$ cat config.mk
export PLATFORM = sky130hd
export DESIGN_NAME = qa_div_step
export DESIGN_NICKNAME = d
export VERILOG_FILES = /design/src/hdl/qa_pkg.sv /design/src/hdl/qa_div_step.sv
export SDC_FILE = /design/constraint.sdc
export NUM_CORES = 1
export LEC_CHECK = 0
export ABC_AREA = 1
export BUFFER_PORTS_ARGS = -buffer_cell sky130_fd_sc_hd__buf_2
export CAP_MARGIN = 5
export CORE_UTILIZATION = 30
export DETAILED_ROUTE_END_ITERATION = 8
export GPL_ROUTABILITY_DRIVEN = 0
export GPL_TIMING_DRIVEN = 0
export PLACE_DENSITY_LB_ADDON = 0.15
export SLEW_MARGIN = 20
export SYNTH_ARGS = -nofsm -noshare
export SYNTH_HDL_FRONTEND = slang
export SYNTH_SLANG_ARGS = --single-unit
export TNS_END_PERCENT = 50
$ cat constraint.sdc
create_clock -name clk -period 2.08 [get_ports clk]
set_input_delay 0.208 -clock clk [delete_from_list [all_inputs] [get_ports clk]]
set_output_delay 0.208 -clock clk [all_outputs]
set_load 0.01 [all_outputs]
$ cat src/hdl/qa_pkg.sv
`timescale 1ns / 1ps
// ----------------------------------------------------------------------------
// qa_pkg
// Shared types and constants for the Q24.8 fixed-point ALU pipeline.
// ----------------------------------------------------------------------------
package qa_pkg;

  localparam int DATA_W    = 32;
  localparam int FRAC_BITS = 8;
  // dividend width after the fraction shift, also the number of divide steps
  localparam int QUO_W     = DATA_W + FRAC_BITS;

  typedef enum logic [3:0] {
    OP_ADD      = 4'd0,
    OP_SUB      = 4'd1,
    OP_MUL      = 4'd2,
    OP_DIV      = 4'd3,
    OP_LT       = 4'd4,
    OP_GT       = 4'd5,
    OP_LE       = 4'd6,
    OP_GE       = 4'd7,
    OP_EQ       = 4'd8,
    OP_NE       = 4'd9,
    OP_MIN      = 4'd10,
    OP_MAX      = 4'd11,
    OP_INC      = 4'd12,
    OP_DEC      = 4'd13,
    OP_FROM_INT = 4'd14,
    OP_TO_INT   = 4'd15
  } op_t;

  // one item as it travels down the pipeline
  typedef struct packed {
    logic              is_div;
    logic              neg;
    logic              dz;
    logic [DATA_W-1:0] res;   // result for every op but divide
    logic [DATA_W-1:0] rem;   // partial remainder
    logic [QUO_W-1:0]  num;   // dividend bits out, quotient bits in
    logic [DATA_W-1:0] den;   // divisor magnitude
  } pipe_t;

endpackage

$ cat src/hdl/qa_div_step.sv
`timescale 1ns / 1ps
// ----------------------------------------------------------------------------
// qa_div_step
// One restoring-division stage: retires one quotient bit per stage.
// ----------------------------------------------------------------------------
module qa_div_step
  import qa_pkg::*;
(
  input  logic  clk,
  input  logic  rst,
  input  logic  en,
  input  logic  vin,
  input  pipe_t din,
  output logic  vout,
  output pipe_t dout
);

  logic [DATA_W:0] sh, diff;
  logic            ge;
  pipe_t           d_next;

  // shift in the next dividend bit, trial subtract
  assign sh   = {din.rem, din.num[QUO_W-1]};
  assign diff = sh - {1'b0, din.den};
  assign ge   = sh >= {1'b0, din.den};

  always_comb begin
    d_next     = din;
    d_next.rem = ge ? diff[DATA_W-1:0] : sh[DATA_W-1:0];
    d_next.num = {din.num[QUO_W-2:0], ge};
  end

  always_ff @(posedge clk) begin
    if (rst) begin
      vout <= 1'b0;
    end else if (en) begin
      vout <= vin;
    end
    if (en) begin
      dout <= d_next;
    end
  end

endmodule

Word-level counts from Yosys, hierarchy flattened
Cells that the tools add are included.
{"block": "totals", "reg_bits": 140, "output_inout_bits": 140, "inputBits": 143}
{"block": "op_classes", "add_sub_neg": 1, "magnitude_cmp": 1, "muxes": 1}
{"op": "greater-or-equal comparator 33 x 32 -> 1 bit", "count": 1}
{"op": "two-way mux 32 bit", "count": 1}
{"op": "subtractor 32 bit", "count": 1}

Logic depth before layout (Yosys ltp)
{"block": "logic_depth", "word_depth": 2, "depth_mapped": 16, "depth_no_buf": 14}

Worst setup path before layout
Ideal clock, no wire load.
{"block": "synth_timing", "path_kind": "input port to flip-flop", "start": "in din[71] (netlist bit)", "end": "reg dout[88] (netlist bit), data pin", "stages": 13, "slack_ns": 0.274, "setup_time_ns": 0.252, "required_time_ns": 1.828, "arrival_ns": 1.553, "cell_sequence": "inv_1 ha_1 fa_1 inv_1 nand3_1 nand3_1 nand2_1 nand3_1 nand3_1 nand2_1 nand2_1 nand3_2 nand2_1"}
{"element": "from (decl)", "line": "qa_div_step.sv:13", "rtl": "input pipe_t din,"}
{"element": "to (signal assigned)", "line": "qa_div_step.sv:40", "rtl": "dout <= d_next;"}
{"element": "to (decl)", "line": "qa_div_step.sv:15", "rtl": "output pipe_t dout"}

==> results.cfg <==
[setup_path]
path_class = in -> reg
path_cells = buf_2, ha_1, fa_1, inv_1, nand3_1, nand3_1, nand3_1, nand2_1, nand2_1, nand2_1, nand2_1, nand3_1, nand2_1
worstSetupStartpointType = input port
critPathMaxStageDelay_ns = 0.42
slowest_stage = fa_1
end_kind = register
worst-path-buf-inv = 2
cpMostUsedCell = nand2_1
cp_top_family = simple AND/OR/NAND/NOR gates
cp.required_ns = 2.26
r2r-start = vout$_SDFFE_PP0P_
crit_arrival_ns = 2.07
startpoint = din[0]
worst-path-max-fanout = 3
regToRegSetupSlack_ns = 1.49

[timing]
tightest_slew_ns = 0.462
post-route-min-period_ns = 1.88
setup_ws_ns = 0.197
hold_violations = 0
fin_skew_ns = 0
finalSetupViolations = 0
fmax_mhz = 531
fin_crit_sh_pct = 90.5
rsz0062_at_grt = false
hold_ws_ns = 0.0233
relSlewSlack_pct = 69.2
drv_slew = 0

[power]
power_density_nw_per_um2 = 757
power.leakage_nw = 5.41
ir_drop_v = 0.000513
p_total_mw = 8.23

[grt]
use_met1_pct = 22.7
grt_overflow = 0
busiest_layer = met2
track_usage_pct = 18.0
grt_antenna_before_repair = 0
met3_usage_pct = 3.27
first_global_vias = 6407
globalRouteMet2Util_pct = 30.5
grt_max_degree = 87
grt_pass1_wl_um = 35100

[place]
place_area_um2 = 9220
portBuffers = 282
dp_hpwl_um = 16700
detailedPlace.worstSlack_ns = -0.224

[detailed_routing]
routed-via-count = 6441
firstDrtPassIters = 5
drt_iter0_markers = 328
viasPerCell = 4.21
ant_nets = 0
drt-total-wl_um = 22300
routedWlPerCell_um = 14.6
drcViolationCount = 0

[worst_hold_path]
min_from = vin
hp-class = in -> reg

[clock_network]
cts_max_level = 4
cts_post_setup_buffers_inserted = 0
cts_root_buffer = clkbuf_16
cts_tree = built
cts_made_buffers = 17
clockBufferDepth = 2
clk_pin_slew_ns = 0.07
clk-insertion-delay-late_ns = 0.42
cts_num_sinks = 140

[final_layout]
syn2layout_area_growth_pct = 47.5
drive_gt1_share_pct = 28.7
fillers = 2351
utilization_pct = 45.8
diodes = 0
final_area_um2 = 10900
fin_nets = 1374

[job]
drv_cap = 0

[yosys]
syn-num-nets = 965
synth_most_common_cell = nand2_1
syn_inst = 789
synth.top_cell.area_share_pct = 56.6
yosysWarningCount = 0
syn-cell-area_um2 = 7370
synthTopCellsByCount = nand2_1 (274), inv_1 (150), edfxtp_1 (139), nand3_1 (56), nor2_1 (35)
yosys-top-cells-area = edfxtp_1 (57%), nand2_1 (14%), inv_1 (7.6%), ha_1 (5.4%), nand3_1 (3.8%)
syn_avg_cell_area_um2 = 9.34
ys_ff_latch = 140
synth_top_cell_by_area = edfxtp_1
synth_edf_count = 139
seq_area_frac_synth_pct = 56.9
yosys_most_used_dff = edfxtp_1
ys_types = 28
synth_async_sr_flop_share_pct = 0

[die]
die_area_um2 = 25200
fp.dieH_um = 159
initial_core_util_pct = 31.0
num_rows = 56
num_io_pins = 283
die_w_um = 159
core_um2 = 23800

[run_status]
status = completed
==> flip-flops by register name, indices dropped and copies added, names as in the netlist <==
name	flops
dout	139
vout	1
==> worst reg2reg max path, cell delays in order (launching register included) <==
cell and delay [ns]:
dfxtp_1 0.31, mux2i_1 0.12, nor2_1 0.05
==> logic make-up after synthesis <==
kind of cell,synth area share [%]
adders and majority gates,5.71
AOI/OAI and AO/OA,1.77
xor gates and xnor gates,1.66
buffers and inverters,8.81
muxes,0.136
DFF,56.9
and+or+nand+nor,25.0
==> layout by cell type (no fill, tap or decap), types with 17 or more instances in the layout <==
cell	n
inv_1	150
buf_2	288
edfxtp_1	139
nand3_1	56
clkbuf_16	17
ha_1	32
nand2_1	274
a21oi_1	21
dlygate4sd3_1	107
nor2_1	35
==> layout make-up <==
type                       count  area (µm²)  share of cell area [%]
buffer                        10        86.3                   0.794
clock buffer                  17         425                    3.91
clock inverter                15         155                    1.43
inverter                     150         563                    5.18
multi-input combinational    489        2520                    23.2
sequential                   140        4190                    38.6
tap                          319         399                    3.67
timing repair buffer         390        2520                    23.2
==> report_power, final <==
part | switching [mW] | internal, mW
clock | 1.35 | 1.69
sequential | 0.0614 | 3.42
combinational | 0.985 | 0.723
total | 2.40 | 5.83
==> metrics by stage <==
step | instances | setup TNS (ns)
global placement | 1390 | -141.83
finish | 1530 | 0
floorplan | 789 | 0
CTS | 1530 | 0
global route | 1530 | 0
detailed placement | 1391 | -5.77
==> metal layers <==
layer | share of wire [%] | wire, µm | vias to the layer above
li1 | - | - | 3342
met1 | 45 | 10100 | 2865
met2 | 48 | 10600 | 207
met3 | 4.5 | 1000 | 27
met4 | 2.7 | 591 | 0
met5 | 0 | 0 | -
==> path summary, 6_finish.rpt <==
check,to,cells past startpoint
worst min register to register,vout$_SDFFE_PP0P_,2
worst min-delay path,vout$_SDFFE_PP0P_,3
worst max-delay path,dout[100]$_DFFE_PP_,13
worst max register to register,vout$_SDFFE_PP0P_,2
==> timing repair <==
item,in CTS,in global routing
hold endpoints to repair,107,0
gates resized for setup,0,0
hold buffers,107,0
No activity file was read; power rests on OpenSTA's default activity.
