--- src/hdl/qa_pkg.sv ---
`timescale 1ns / 1ps
// ----------------------------------------------------------------------------
// qa_pkg
// Shared types and constants for the Q24.8 fixed-point ALU pipeline.
// ----------------------------------------------------------------------------
package qa_pkg;

  localparam int DATA_W    = 32;
  localparam int FRAC_BITS = 8;
  // dividend width after the fraction shift, also the number of divide steps
  localparam int QUO_W     = DATA_W + FRAC_BITS;

  typedef enum logic [3:0] {
    OP_ADD      = 4'd0,
    OP_SUB      = 4'd1,
    OP_MUL      = 4'd2,
    OP_DIV      = 4'd3,
    OP_LT       = 4'd4,
    OP_GT       = 4'd5,
    OP_LE       = 4'd6,
    OP_GE       = 4'd7,
    OP_EQ       = 4'd8,
    OP_NE       = 4'd9,
    OP_MIN      = 4'd10,
    OP_MAX      = 4'd11,
    OP_INC      = 4'd12,
    OP_DEC      = 4'd13,
    OP_FROM_INT = 4'd14,
    OP_TO_INT   = 4'd15
  } op_t;

  // one item as it travels down the pipeline
  typedef struct packed {
    logic              is_div;
    logic              neg;
    logic              dz;
    logic [DATA_W-1:0] res;   // result for every op but divide
    logic [DATA_W-1:0] rem;   // partial remainder
    logic [QUO_W-1:0]  num;   // dividend bits out, quotient bits in
    logic [DATA_W-1:0] den;   // divisor magnitude
  } pipe_t;

endpackage

--- src/hdl/qa_back.sv ---
`timescale 1ns / 1ps
// ----------------------------------------------------------------------------
// qa_back
// Output stage: applies the quotient sign, the divide-by-zero rule and
// selects the final result into the output register.
// ----------------------------------------------------------------------------
module qa_back
  import qa_pkg::*;
(
  input  logic              clk,
  input  logic              rst,
  input  logic              en,
  input  logic              vin,
  input  pipe_t             din,
  output logic              vout,
  output logic [DATA_W-1:0] result_value,
  output logic              divide_by_zero
);

  logic [DATA_W-1:0] q, val;
  logic              dz;

  assign q  = din.num[DATA_W-1:0];
  assign dz = din.is_div && din.dz;

  // final select
  always_comb begin
    if (!din.is_div) begin
      val = din.res;
    end else if (din.dz) begin
      val = '0;
    end else begin
      val = din.neg ? (~q + 1'b1) : q;
    end
  end

  always_ff @(posedge clk) begin
    if (rst) begin
      vout <= 1'b0;
    end else if (en) begin
      vout <= vin;
    end
    if (en) begin
      result_value   <= val;
      divide_by_zero <= dz;
    end
  end

endmodule

--- config.mk ---
export PLATFORM = sky130hd
export DESIGN_NAME = qa_back
export DESIGN_NICKNAME = d
export VERILOG_FILES = /design/src/hdl/qa_pkg.sv /design/src/hdl/qa_back.sv
export SDC_FILE = /design/constraint.sdc
export NUM_CORES = 1
export LEC_CHECK = 0
export BUFFER_PORTS_ARGS = -buffer_cell sky130_fd_sc_hd__buf_2
export CORE_MARGIN = 2
export CORE_UTILIZATION = 42
export DETAILED_ROUTE_END_ITERATION = 7
export PLACE_DENSITY_LB_ADDON = 0.1
export SYNTH_ARGS = -nofsm -noshare
export SYNTH_HDL_FRONTEND = slang
export SYNTH_SLANG_ARGS = --single-unit
--- constraint.sdc ---
create_clock -name clk -period 6.8 [get_ports clk]
set_clock_uncertainty 0.1 [all_clocks]
set_input_delay 1.02 -clock clk [delete_from_list [all_inputs] [get_ports clk]]
set_output_delay 1.02 -clock clk [all_outputs]
set_load 0.01 [all_outputs]
After elaboration in Yosys (flattened, before gate mapping)
Index checks and enable logic that the tools add are counted.
- register bits after elaboration: 34
- input bits: 143
- output and inout port bits: 34
- word-level logic and storage cells: 9
- add/sub/neg operators: 1
- multiplexer cells: 3
- bitwise gates (word level): 1
- reduce and logical (&&, ||, !) cells: 1
- operators by type and width (cell ; number):
    32-bit 2-to-1 mux ; 3
    32-bit by 1-bit adder with 32-bit output (second input constant) ; 1
    32-bit NOT ; 1
    1-bit logical AND ; 1

Depth between registers and ports, before layout
- depth in word-level cells: 5
- depth in mapped cells: 8
- gate-level depth less buffers: 7

Least setup slack after synthesis
OpenSTA, ideal clock, no wires.
- path type: input port to flip-flop
- from: in din[32] in the netlist's numbering
- to: reg result_value[20] (data pin)
- library setup time: 0.266 ns
- arrival: 2.787 ns
- data required time: 6.434 ns
- path slack: 3.647 ns
- stages on the path: 8
- buffers on the path: 1
- cells stage by stage: inv_1 > ha_1 > or3b_2 > or4_1 > buf_2 > o31ai_1 > xor2_1 > o2bb2ai_1
- word-level cells in the longest chain between the ends: 5
- ends and longest elaborated chain (item ; line ; source):
    start, declared ; qa_back.sv:14 ; input pipe_t din,
    32-bit NOT ; qa_back.sv:33 ; val = din.neg ? (~q + 1'b1) : q;
    32-bit by 1-bit adder with 32-bit output ; qa_back.sv:33 ;
    32-bit 2-to-1 mux ; qa_back.sv:33 ;
    32-bit 2-to-1 mux ; qa_back.sv:30 ; end else if (din.dz) begin
    32-bit 2-to-1 mux ; qa_back.sv:28 ; if (!din.is_div) begin
    net val[20] ; qa_back.sv:20 ; logic [DATA_W-1:0] q, val;
    end signal, assigned ; qa_back.sv:44 ; result_value <= val;
    end, declared ; qa_back.sv:16 ; output logic [DATA_W-1:0] result_value,
The timed path passes the listed nets, and every way through them passes these cells.
A chain may end at the register's enable or synchronous reset.

Worst setup path in the final report
Ends and elaborated chain as after synthesis.

==> results.yml <==
critical_path:
  worst-path-stages: 8
  crit_arrival_ns: 3.17
  crit_family: "simple AND/OR/NAND/NOR gates"
  worstPathRequired_ns: 6.71
  path_cells: "buf_2, inv_1, ha_1, or3b_2, or4_1, o31ai_1, xor2_1, o2bb2ai_1"
  path_max_fanout: 8
  critical_path.startpoint: "din[32]"
  r2r.worst_path.cells: 2
  worst_path_largest_cell_delay_ns: 0.68
  cp-start-kind: "input pin"
  timing.rr.end: "vout"
  crit_path_end: "result_value[20]"
  critical_path_class: "in2reg"
  cp_num_buf_inv: 2
  rr_startpoint: "vout"
  reg2reg_setup_slack_ns: 6.12
  critical-path-slowest-cell: "or4_1"
  timing.critical_path.to_type: "register"
pwr:
  clock_power_share_pct: 32.6
  internal_power_uw: 410
  peakVddDrop_v: 0.000116
  static-leakage-power_nw: 1.17
  swShare_pct: 24.8
  seq_power_share_pct: 47.1
  power.combinational.fraction_pct: 20.3
  power.switching_uw: 136
  power_after_layout_uw: 546
  power_per_cell_area_nw_per_um2: 195
timing:
  grt_setup_unrepaired: "no"
  timing_hold_violations_final: 0
  final.period_utilization_pct: 47.9
  finalHoldWorstSlack_ns: 0.393
  max_slew_margin_pct: 43.9
  setup_viol: 0
  final.min_clock_period_ns: 3.26
  final_critical_path_setup_slack_ns: 3.54
  setup-tns-final_ns: 0
  tightestPinTransition_ns: 0.840
  final_max_slew_viol_count: 0
  clock.fmax_mhz: 307
detailed_routing:
  routed_vias: 1821
  routed_wl_mm: 5.07
  vias_per_cell: 5.14
  highest_routed_layer: "met4"
  routedLengthMet1_mm: 2.38
  drtAntennaViolNets: 0
  drt_drc: 0
  routed-wl-met3_um: 536
  wl_per_cell_um: 14.3
  detailedRoute.firstPassIterationCount: 4
  met2WireLength_mm: 2.14
  drt_iter0_drc: 106
final_layout:
  postLayoutCoreUtil_pct: 58.1
  fillCellCount: 455
  layout-drive-gt1-share_pct: 42.5
  num-nets-final: 430
  n_antenna_cell: 0
  area_growth_syn_to_layout_pct: 31.1
placement:
  placement.io_buffers: 104
  dp_worst_setup_slack_ns: 3.24
  detailedPlacementHpwl_mm: 3.75
  final_wtd_congestion: 0.738
logic_synthesis:
  synthArstFlopShare_pct: 0
  postSynthAreaPerCell_sq_um: 11.4
  netlist-cell-type-count: 34
  cell_with_the_most_instances_after_synthesis: "edfxtp_1"
  synth-xor-area-share_pct: 11.9
  synth_sequential_area_ratio_pct: 47.4
  yosys_warnings: 0
  muxShareOfSynthArea_pct: 0.938
  synth_enable_flop_cells: 33
  synth_compound_gate_area_share_pct: 24.0
  synth_top_family_by_area: "compound AO/OA/AOI/OAI gates"
  ys.flop_type: "edfxtp_1"
  postSynthNetCount: 331
  synth_top_cells_by_area: "edfxtp_1 (46%), xor2_1 (10%), o2bb2ai_1 (9.4%), o31ai_1 (6.3%), o41ai_2 (3.0%)"
  ys_ff_latch: 34
  netlist_top_cells_count: "edfxtp_1 (33), xor2_1 (25), o2bb2ai_1 (23)"
  netlist.top_cell.by_area: "edfxtp_1"
  post_synth_fa_ha_maj_area_fraction_pct: 0.587
  syn_inst: 187
  synth_simple_gate_area_share_pct: 11.4
  yosys.area.top_type_share_pct: 46.5
  syn-cell-area_sq_um: 2130
clock_network:
  clk_pin_slew_worst_paths_ns: 0.07
  cts_buffers: 5
  cts-hold-fix-buffers: 0
  cts.htree.levels: 2
  cts.sink_count: 34
  post_cts.repair.setup_buffers: 0
  clk_path_buf_depth: 2
  clock_tree_from_tritoncts: "yes"
  post_cts_resize_count: 0
  clk_root_buffer_cell: "clkbuf_8"
  worstSkewPairLatency_ns: 0.27
floorplan:
  floorplan.initialDensity_pct: 44.3
  chipHeight_um: 75.3
  die_width_um: 75.3
  design.die.area_sq_um: 5670
  coreArea_sq_um: 4820
  floorplan.io_pins: 177
  floorplan_row_count: 25
flow_run:
  cap_viol_max_count: 0
worst_hold_path:
  hold_path.class: "reg2reg"
  min_path_cells: 2
global_routing:
  gr-total-overflow: 0
  grt_start_max_net_pins: 35
  grt_first_pass_wirelength_mm: 7.87
  grt_use_total_pct: 18.6
  first_global_vias: 1697
  grt_antenna_before_repair: 0
outcome:
  status: "completed"
[worst min path at each step]
| stage | startpoint | endpoint | slack (ns) |
|---|---|---|---|
| 5_1_grt | vout | vout | 0.46 |
| 3_3_place_gp | vout | vout | 0.38 |
| 3_5_place_dp | vout | vout | 0.38 |
| 4_1_cts | vout | vout | 0.40 |
| 6_report | vout | vout | 0.39 |
| 2_1_floorplan | vout | vout | 0.43 |
[through the flow]
stage          std cells  area [sq um]
2_1_floorplan        187          2130
3_3_place_gp         346          2690
3_5_place_dp         346          2690
4_1_cts              354          2800
5_1_grt              354          2800
6_report             354          2800
[state kept, by name, indices dropped and copies added, names as in the netlist]
name	cells
vout	1
divide_by_zero	1
result_value	32
[logic make-up after synthesis]
kind of cell / after synthesis
compound gates: 58
simple gates: 44
flops: 34
xor+xnor: 29
buf+inv: 19
mux: 2
fa+ha+maj: 1
[cell type report]
type                            count  area, sq um  share of cell area [%]
Timing Repair Buffer              105          528                    18.9
Clock buffer                        5         68.8                    2.46
Multi-Input combinational cell    134         1040                    37.3
Clock inverter                      3         40.0                    1.43
Sequential cell                    34         1010                    36.2
Tap cell                           67         83.8                    3.00
Inverter                            6         22.5                   0.805
[power by group through the flow]
| stage | clock network, mW | registers [mW] | logic, mW |
|---|---|---|---|
| 5_1_grt | 0.194 | 0.259 | 0.124 |
| 3_3_place_gp | 0 | 0.262 | 0.111 |
| 6_report | 0.178 | 0.257 | 0.111 |
| 3_5_place_dp | 0 | 0.261 | 0.112 |
| 4_1_cts | 0.184 | 0.258 | 0.112 |
| 2_1_floorplan | 0 | 0.274 | 0.0442 |
[worst reg2reg max path: cells and delay by family, from the launching register on]
kind,cells,cell delay (ns)
flops,1,0.31
mux,1,0.12
simple gates,1,0.05
[cell usage in the layout, fill, tap and decap left out, types with 2 or more instances in the layout]
cell / count
a21oi_1: 2
buf_2: 104
clkbuf_8: 5
clkinv_2: 2
edfxtp_1: 33
inv_1: 6
mux2i_1: 2
nand2_1: 17
nor2_1: 3
nor3_1: 5
o21ai_0: 4
o2bb2ai_1: 23
o31a_1: 3
o31ai_1: 18
o41ai_1: 2
o41ai_2: 4
or3_1: 5
or4_1: 3
or4_4: 2
or4b_1: 2
xnor2_1: 4
xor2_1: 25
[per-layer routing]
| layer | vias up | global-route usage [%] |
|---|---|---|
| li1 | 925 | - |
| met1 | 806 | 26.0 |
| met2 | 88 | 27.4 |
| met3 | 2 | 6.96 |
| met4 | 0 | 4.68 |
| met5 | - | 0 |
Power figures use the tool's default switching activity.
