$ cat src/hdl/qa_pkg.sv
`timescale 1ns / 1ps
// ----------------------------------------------------------------------------
// qa_pkg
// Shared types and constants for the Q24.8 fixed-point ALU pipeline.
// ----------------------------------------------------------------------------
package qa_pkg;

  localparam int DATA_W    = 32;
  localparam int FRAC_BITS = 8;
  // dividend width after the fraction shift, also the number of divide steps
  localparam int QUO_W     = DATA_W + FRAC_BITS;

  typedef enum logic [3:0] {
    OP_ADD      = 4'd0,
    OP_SUB      = 4'd1,
    OP_MUL      = 4'd2,
    OP_DIV      = 4'd3,
    OP_LT       = 4'd4,
    OP_GT       = 4'd5,
    OP_LE       = 4'd6,
    OP_GE       = 4'd7,
    OP_EQ       = 4'd8,
    OP_NE       = 4'd9,
    OP_MIN      = 4'd10,
    OP_MAX      = 4'd11,
    OP_INC      = 4'd12,
    OP_DEC      = 4'd13,
    OP_FROM_INT = 4'd14,
    OP_TO_INT   = 4'd15
  } op_t;

  // one item as it travels down the pipeline
  typedef struct packed {
    logic              is_div;
    logic              neg;
    logic              dz;
    logic [DATA_W-1:0] res;   // result for every op but divide
    logic [DATA_W-1:0] rem;   // partial remainder
    logic [QUO_W-1:0]  num;   // dividend bits out, quotient bits in
    logic [DATA_W-1:0] den;   // divisor magnitude
  } pipe_t;

endpackage

$ cat src/hdl/qa_front.sv
`timescale 1ns / 1ps
// ----------------------------------------------------------------------------
// qa_front
// Entry stage: decodes the opcode, computes the results of every op but
// divide (including the multiply) and prepares the divider operands.
// ----------------------------------------------------------------------------
module qa_front
  import qa_pkg::*;
(
  input  logic              clk,
  input  logic              rst,
  input  logic              en,
  input  logic              vin,
  input  logic [3:0]        req_type,
  input  logic [DATA_W-1:0] operand_a,
  input  logic [DATA_W-1:0] operand_b,
  output logic              vout,
  output pipe_t             dout
);

  logic signed [DATA_W-1:0]   sa, sb;
  logic signed [2*DATA_W-1:0] prod;
  logic [DATA_W-1:0]          abs_a, abs_b, rnd, res;
  logic                       lt, eq;
  op_t                        op;
  pipe_t                      d_next;

  assign sa   = operand_a;
  assign sb   = operand_b;
  assign op   = op_t'(req_type);
  assign lt   = sa < sb;
  assign eq   = operand_a == operand_b;
  assign prod = sa * sb;

  assign abs_a = sa[DATA_W-1] ? (~operand_a + 1'b1) : operand_a;
  assign abs_b = sb[DATA_W-1] ? (~operand_b + 1'b1) : operand_b;
  // bias negatives so the arithmetic shift truncates toward zero
  assign rnd   = operand_a + (sa[DATA_W-1] ? DATA_W'((1 << FRAC_BITS) - 1) : '0);

  // results of every op but divide
  always_comb begin
    case (op)
      OP_ADD:      res = operand_a + operand_b;
      OP_SUB:      res = operand_a - operand_b;
      OP_MUL:      res = prod[DATA_W+FRAC_BITS-1:FRAC_BITS];
      OP_LT:       res = DATA_W'(lt);
      OP_GT:       res = DATA_W'(!lt && !eq);
      OP_LE:       res = DATA_W'(lt || eq);
      OP_GE:       res = DATA_W'(!lt);
      OP_EQ:       res = DATA_W'(eq);
      OP_NE:       res = DATA_W'(!eq);
      OP_MIN:      res = lt ? operand_a : operand_b;
      OP_MAX:      res = (!lt && !eq) ? operand_a : operand_b;
      OP_INC:      res = operand_a + 1'b1;
      OP_DEC:      res = operand_a - 1'b1;
      OP_FROM_INT: res = operand_a << FRAC_BITS;
      OP_TO_INT:   res = DATA_W'($signed(rnd) >>> FRAC_BITS);
      default:     res = '0;
    endcase
  end

  always_comb begin
    d_next.is_div = op == OP_DIV;
    d_next.neg    = sa[DATA_W-1] ^ sb[DATA_W-1];
    d_next.dz     = operand_b == '0;
    d_next.res    = res;
    d_next.rem    = '0;
    d_next.num    = {abs_a, {FRAC_BITS{1'b0}}};
    d_next.den    = abs_b;
  end

  // stage register
  always_ff @(posedge clk) begin
    if (rst) begin
      vout <= 1'b0;
    end else if (en) begin
      vout <= vin;
    end
    if (en) begin
      dout <= d_next;
    end
  end

endmodule

$ cat config.mk
export PLATFORM = sky130hd
export DESIGN_NAME = qa_front
export DESIGN_NICKNAME = d
export VERILOG_FILES = /design/src/hdl/qa_pkg.sv /design/src/hdl/qa_front.sv
export SDC_FILE = /design/constraint.sdc
export NUM_CORES = 2
export LEC_CHECK = 0
export BUFFER_PORTS_ARGS = -buffer_cell sky130_fd_sc_hd__buf_4
export CELL_PAD_IN_SITES_DETAIL_PLACEMENT = 2
export CELL_PAD_IN_SITES_GLOBAL_PLACEMENT = 2
export CORE_ASPECT_RATIO = 0.7
export CORE_UTILIZATION = 37
export CTS_BUF_LIST = sky130_fd_sc_hd__clkbuf_8
export CTS_CLUSTER_DIAMETER = 40
export DETAILED_ROUTE_END_ITERATION = 8
export GPL_TIMING_DRIVEN = 1
export PLACE_DENSITY_LB_ADDON = 0.1
export SLEW_MARGIN = 20
export SYNTH_ARGS = -nofsm -noshare
export SYNTH_HDL_FRONTEND = slang
export SYNTH_SLANG_ARGS = --single-unit
$ cat constraint.sdc
create_clock -name clk -period 8.3 [get_ports clk]
set_input_delay 0.83 -clock clk [delete_from_list [all_inputs] [get_ports clk]]
set_output_delay 0.83 -clock clk [all_outputs]
set_load 0.005 [all_outputs]
Word-level counts from Yosys, hierarchy flattened. Index checks and enable logic that the tools add are counted. W data, S select, Z words.

Register bits: 100. Input port bits: 72. Output and inout bits: 140. Word-level logic and storage cells: 49.

$add $sub $neg: 7. Multipliers: 1. Magnitude comparators: 1. Eq/ne operators: 16. Multiplexer cells: 6. Bitwise gates (word level): 3. Reductions and logical operators: 6.

Operators by type and width (count): $pmux W32 S15 (1); $add A32 B1 Y32 const B (3); $mux W32 (2); $not A32 Y32 (2); $mux W31 (2); $mul A32 B32 Y40 (1); $add A32 B32 Y32 (1); $add A32 B8 Y32 (1); $eq A32 B32 Y1 (1); $eq A4 B4 Y1 const B (8); $logic_not A32 Y1 (1); $lt A32 B32 Y1 (1); $sub A32 B1 Y32 const B (1); $sub A32 B32 Y32 (1); $eq A4 B3 Y1 const B (4); $eq A4 B2 Y1 const B (2); $mux W8 (1); $eq A4 B1 Y1 const B (1); $logic_not A4 Y1 (1); $logic_not A1 Y1 (2); $logic_and A1 B1 Y1 (1); $logic_or A1 B1 Y1 (1); $xor A1 B1 Y1 (1).

Logic depth before layout (Yosys ltp).
Depth in word-level cells: 5. Mapped depth: 29. Depth with buffers taken out: 27.

Worst setup path before layout. No wires, ideal clock.

Kind: input to register. From: input port operand_a[12]. To: register dout[126] (netlist bit) (data pin). Library setup time: 0.261 ns. Data arrival time: 7.647 ns. Data required time: 8.039 ns. Setup slack: 0.393 ns. Stages on the path: 27. Path buffers: 3. Path through: clkbuf_1 > clkbuf_1 > clkbuf_1 > nand2_1 > fa_1 > fa_1 > inv_1 > fa_1 > inv_1 > fa_1 > inv_1 > ha_1 > ha_1 > fa_1 > inv_1 > fa_1 > inv_1 > ha_1 > a21o_1 > a21o_1 > a2111oi_0 > o21ai_0 > o211ai_1 > o21ba_2 > o21ai_0 > xor2_1 > a221o_1.

RTL lines: from (decl) (line qa_front.sv:15) `input logic [DATA_W-1:0] operand_a,`; to (signal assigned) (line qa_front.sv:80) `dout <= d_next;`; to (decl) (line qa_front.sv:18) `output pipe_t dout`.

==> results.txt <==
Clock Skew: 0 ps
RD Place Congestion: 0.9813
Area Growth Syn to Fin: 13.24%
DRC: 0
synth top area cells: fa_1 (39%), ha_1 (9.2%), edfxtp_1 (8.9%)
Worst setup SP type: input port
hold crit path type: in2reg
FP Rows: 91
Setup crit end kind: flop
fillers: 9882
Die Y: 253.1 µm
total of warnings raised by yosys: 0
R2R depth: 2
Clock Latency Late Sink: 540 ps
Non-Filler Instances: 5168
Core Box Area: 88580 µm²
Finished Cell Area: 37730 µm²
GRT overflow: 0
Least-Margin Pin Slew: 1198 ps
CTS tree: built
Post-Route WL: 160.4 mm
Worst R2R Start: vout$_SDFFE_PP0P_
status: completed
largest net degree at the start of global routing: 53
fin crit period: 8023 ps
slew margin rel.: 0.1993
Worst-path clk slew: 150 ps
Initial DRT Pass Iterations: 6
first-pass GRT wire length: 232.0 mm
Worst EP arrival: 8320 ps
synthesized area: 33320 µm²
Total GRT Usage: 0.3585
EDFF count, synth: 99
placement-stage worst setup slack: -196.4 ps
final hold violation count: 0
initial antenna violation count: 12
placed instance area: 37500 µm²
maxcap violations: 0
DR WL/cell: 31.04 µm
layout cells sized above 1: 0.1230
unrepaired setup endpoints after global routing: false
Worst path most repeated cell: fa_1
hold_sp: rst
H-tree lvl count: 3
Final period util: 0.9666
CTS Sinks: 100
Routed Antenna Nets: 0
vias in the first global route: 31580
# hold bufs at CTS: 0
ys async rst share: 0
DRT iter0 DRCs: 2956
Hold WS: 415.7 ps
Worst R2R Setup Slack: 7700 ps
CTS buffer count: 9
nets@finish: 4956
post-synth top area cell: fa_1
Worst path slowest cell: nor2_1
maximum clock insertion buffer count: 2
IO Count: 212
Vias: 29000
dpl hpwl: 133.6 mm
Setup WS post-layout: 276.9 ps
Slew Viols, Final: 0
Die Area: 91270 µm²
reg2reg end: vout$_SDFFE_PP0P_
Distinct cells, synth: 81
max incr delay on CP: 550 ps
root buf cell: clkbuf_8
Initial Util: 0.3761
Syn Area/Cell: 8.877 µm²
# port buffers: 171
Hold Path Stages: 2
final setup fails: 0
share of the synthesized area in the top cell type: 0.3870
cells after synthesis: 3753
Hold EP: vout$_SDFFE_PP0P_
Post-Place Cells: 5145
Synth Register Bits: 100
critical setup path kind: in2reg
vias per cell: 5.612
Die Width: 360.7 µm
crit-path max FO: 4
max frequency: 0.1246 GHz
ys flop type: edfxtp_1
WP data required: 8600 ps
Seq/Total Area, Yosys: 0.08983
## state kept, by name, indices dropped and copies added, names as in the netlist
signal / flops
vout: 1
dout: 99
## Yosys cell counts, drive strengths merged, types with 17 or more instances
| library cell | number |
|---|---|
| a21o | 39 |
| a21oi | 112 |
| and2 | 322 |
| buf | 59 |
| clkbuf | 193 |
| clkinv | 19 |
| edfxtp | 99 |
| fa | 644 |
| ha | 246 |
| inv | 694 |
| nand2 | 414 |
| nand2b | 26 |
| nand3 | 35 |
| nand4 | 23 |
| nor2 | 207 |
| nor3 | 25 |
| o21a | 17 |
| o21ai | 69 |
| o31ai | 17 |
| or3 | 19 |
| xnor2 | 196 |
| xor2 | 43 |
## how the worst max path moves through the flow
| stage | from | to | slack, ps | cells past startpoint |
|---|---|---|---|---|
| 2_1_floorplan | operand_a[12] | dout[126]$_DFFE_PP_ | 390 | 27 |
| 5_1_grt | operand_a[8] | dout[130]$_DFFE_PP_ | 20 | 30 |
| 3_5_place_dp | operand_a[30] | dout[131]$_DFFE_PP_ | -200 | 27 |
| 4_1_cts | operand_a[30] | dout[133]$_DFFE_PP_ | 400 | 27 |
| 6_report | operand_a[30] | dout[135]$_DFFE_PP_ | 280 | 26 |
| 3_3_place_gp | operand_a[8] | dout[131]$_DFFE_PP_ | -100 | 30 |
## worst max-delay path: cells and delay by family
| kind | cells | cell delay (ps) |
|---|---|---|
| adder cells (fa/ha/maj) | 9 | 4070 |
| AO/OA/AOI/OAI | 7 | 1490 |
| AND/OR/NAND/NOR | 3 | 720 |
| buffers and inverters | 6 | 1060 |
| XOR/XNOR | 1 | 110 |
## cells by family after synthesis
| family | count (synthesis) | synth area share |
|---|---|---|
| multiplexers | 10 | 0.003042 |
| buffers and inverters | 965 | 0.1135 |
| XOR/XNOR | 239 | 0.06283 |
| AO/OA/AOI/OAI | 411 | 0.08435 |
| adder cells (fa/ha/maj) | 890 | 0.4793 |
| flip-flops | 100 | 0.08983 |
| AND/OR/NAND/NOR | 1137 | 0.1670 |
| other | 1 | 0.0001126 |
## per-layer routing
metal,wire length [µm],GRT usage,share of wire,up-vias
met5,34,0,0.00021,-
met3,15880,0.08343,0.099,196
li1,-,-,-,12010
met2,67340,0.5209,0.42,1349
met1,72340,0.5284,0.45,15440
met4,4848,0.09884,0.030,4
## final cells by class
type,count,area (µm²),area share
Antenna cell,7,17.52,0.0004643
Clock buffer,9,123.9,0.003283
Tap cell,1162,1454,0.03854
Clock inverter,7,86.33,0.002288
Multi-Input combinational cell,2727,26740,0.7087
Timing Repair Buffer,443,3638,0.09644
Inverter,713,2676,0.07094
Sequential cell,100,2993,0.07933
## placed cells by master, fill, tap and decap left out, drive strengths merged, types with 11 or more instances in the layout
cell,count
xor2,43
o211ai,15
nor3,25
or3,19
or4,14
a221o,13
a22oi,12
nand2,414
a31oi,12
edfxtp,99
and2,322
o21bai,13
o21a,17
nand2b,26
a222oi,15
a21o,39
xnor2,196
conb,40
nand4,23
clkinv,22
nor2,207
ha,246
nand3,35
fa,644
nor4,11
inv,698
a21oi,112
a221oi,16
o31ai,17
o21ai,69
buf,443
## metrics by stage
| stage | setup TNS [ps] | utilization |
|---|---|---|
| finish | 0 | 0.4259 |
| global route | 0 | 0.4257 |
| CTS | 0 | 0.4257 |
| detailed placement | -1106 | 0.4233 |
| global placement | -382.8 | 0.4233 |
| floorplan | 0 | - |
## repair_timing
item,in CTS,in global routing
setup endpoints to repair,0,2
gates resized for setup,0,1
setup buffers,0,0
Power is not shown: default switching activity piles up to over one toggle a cycle in this logic, so the estimate is an artifact.
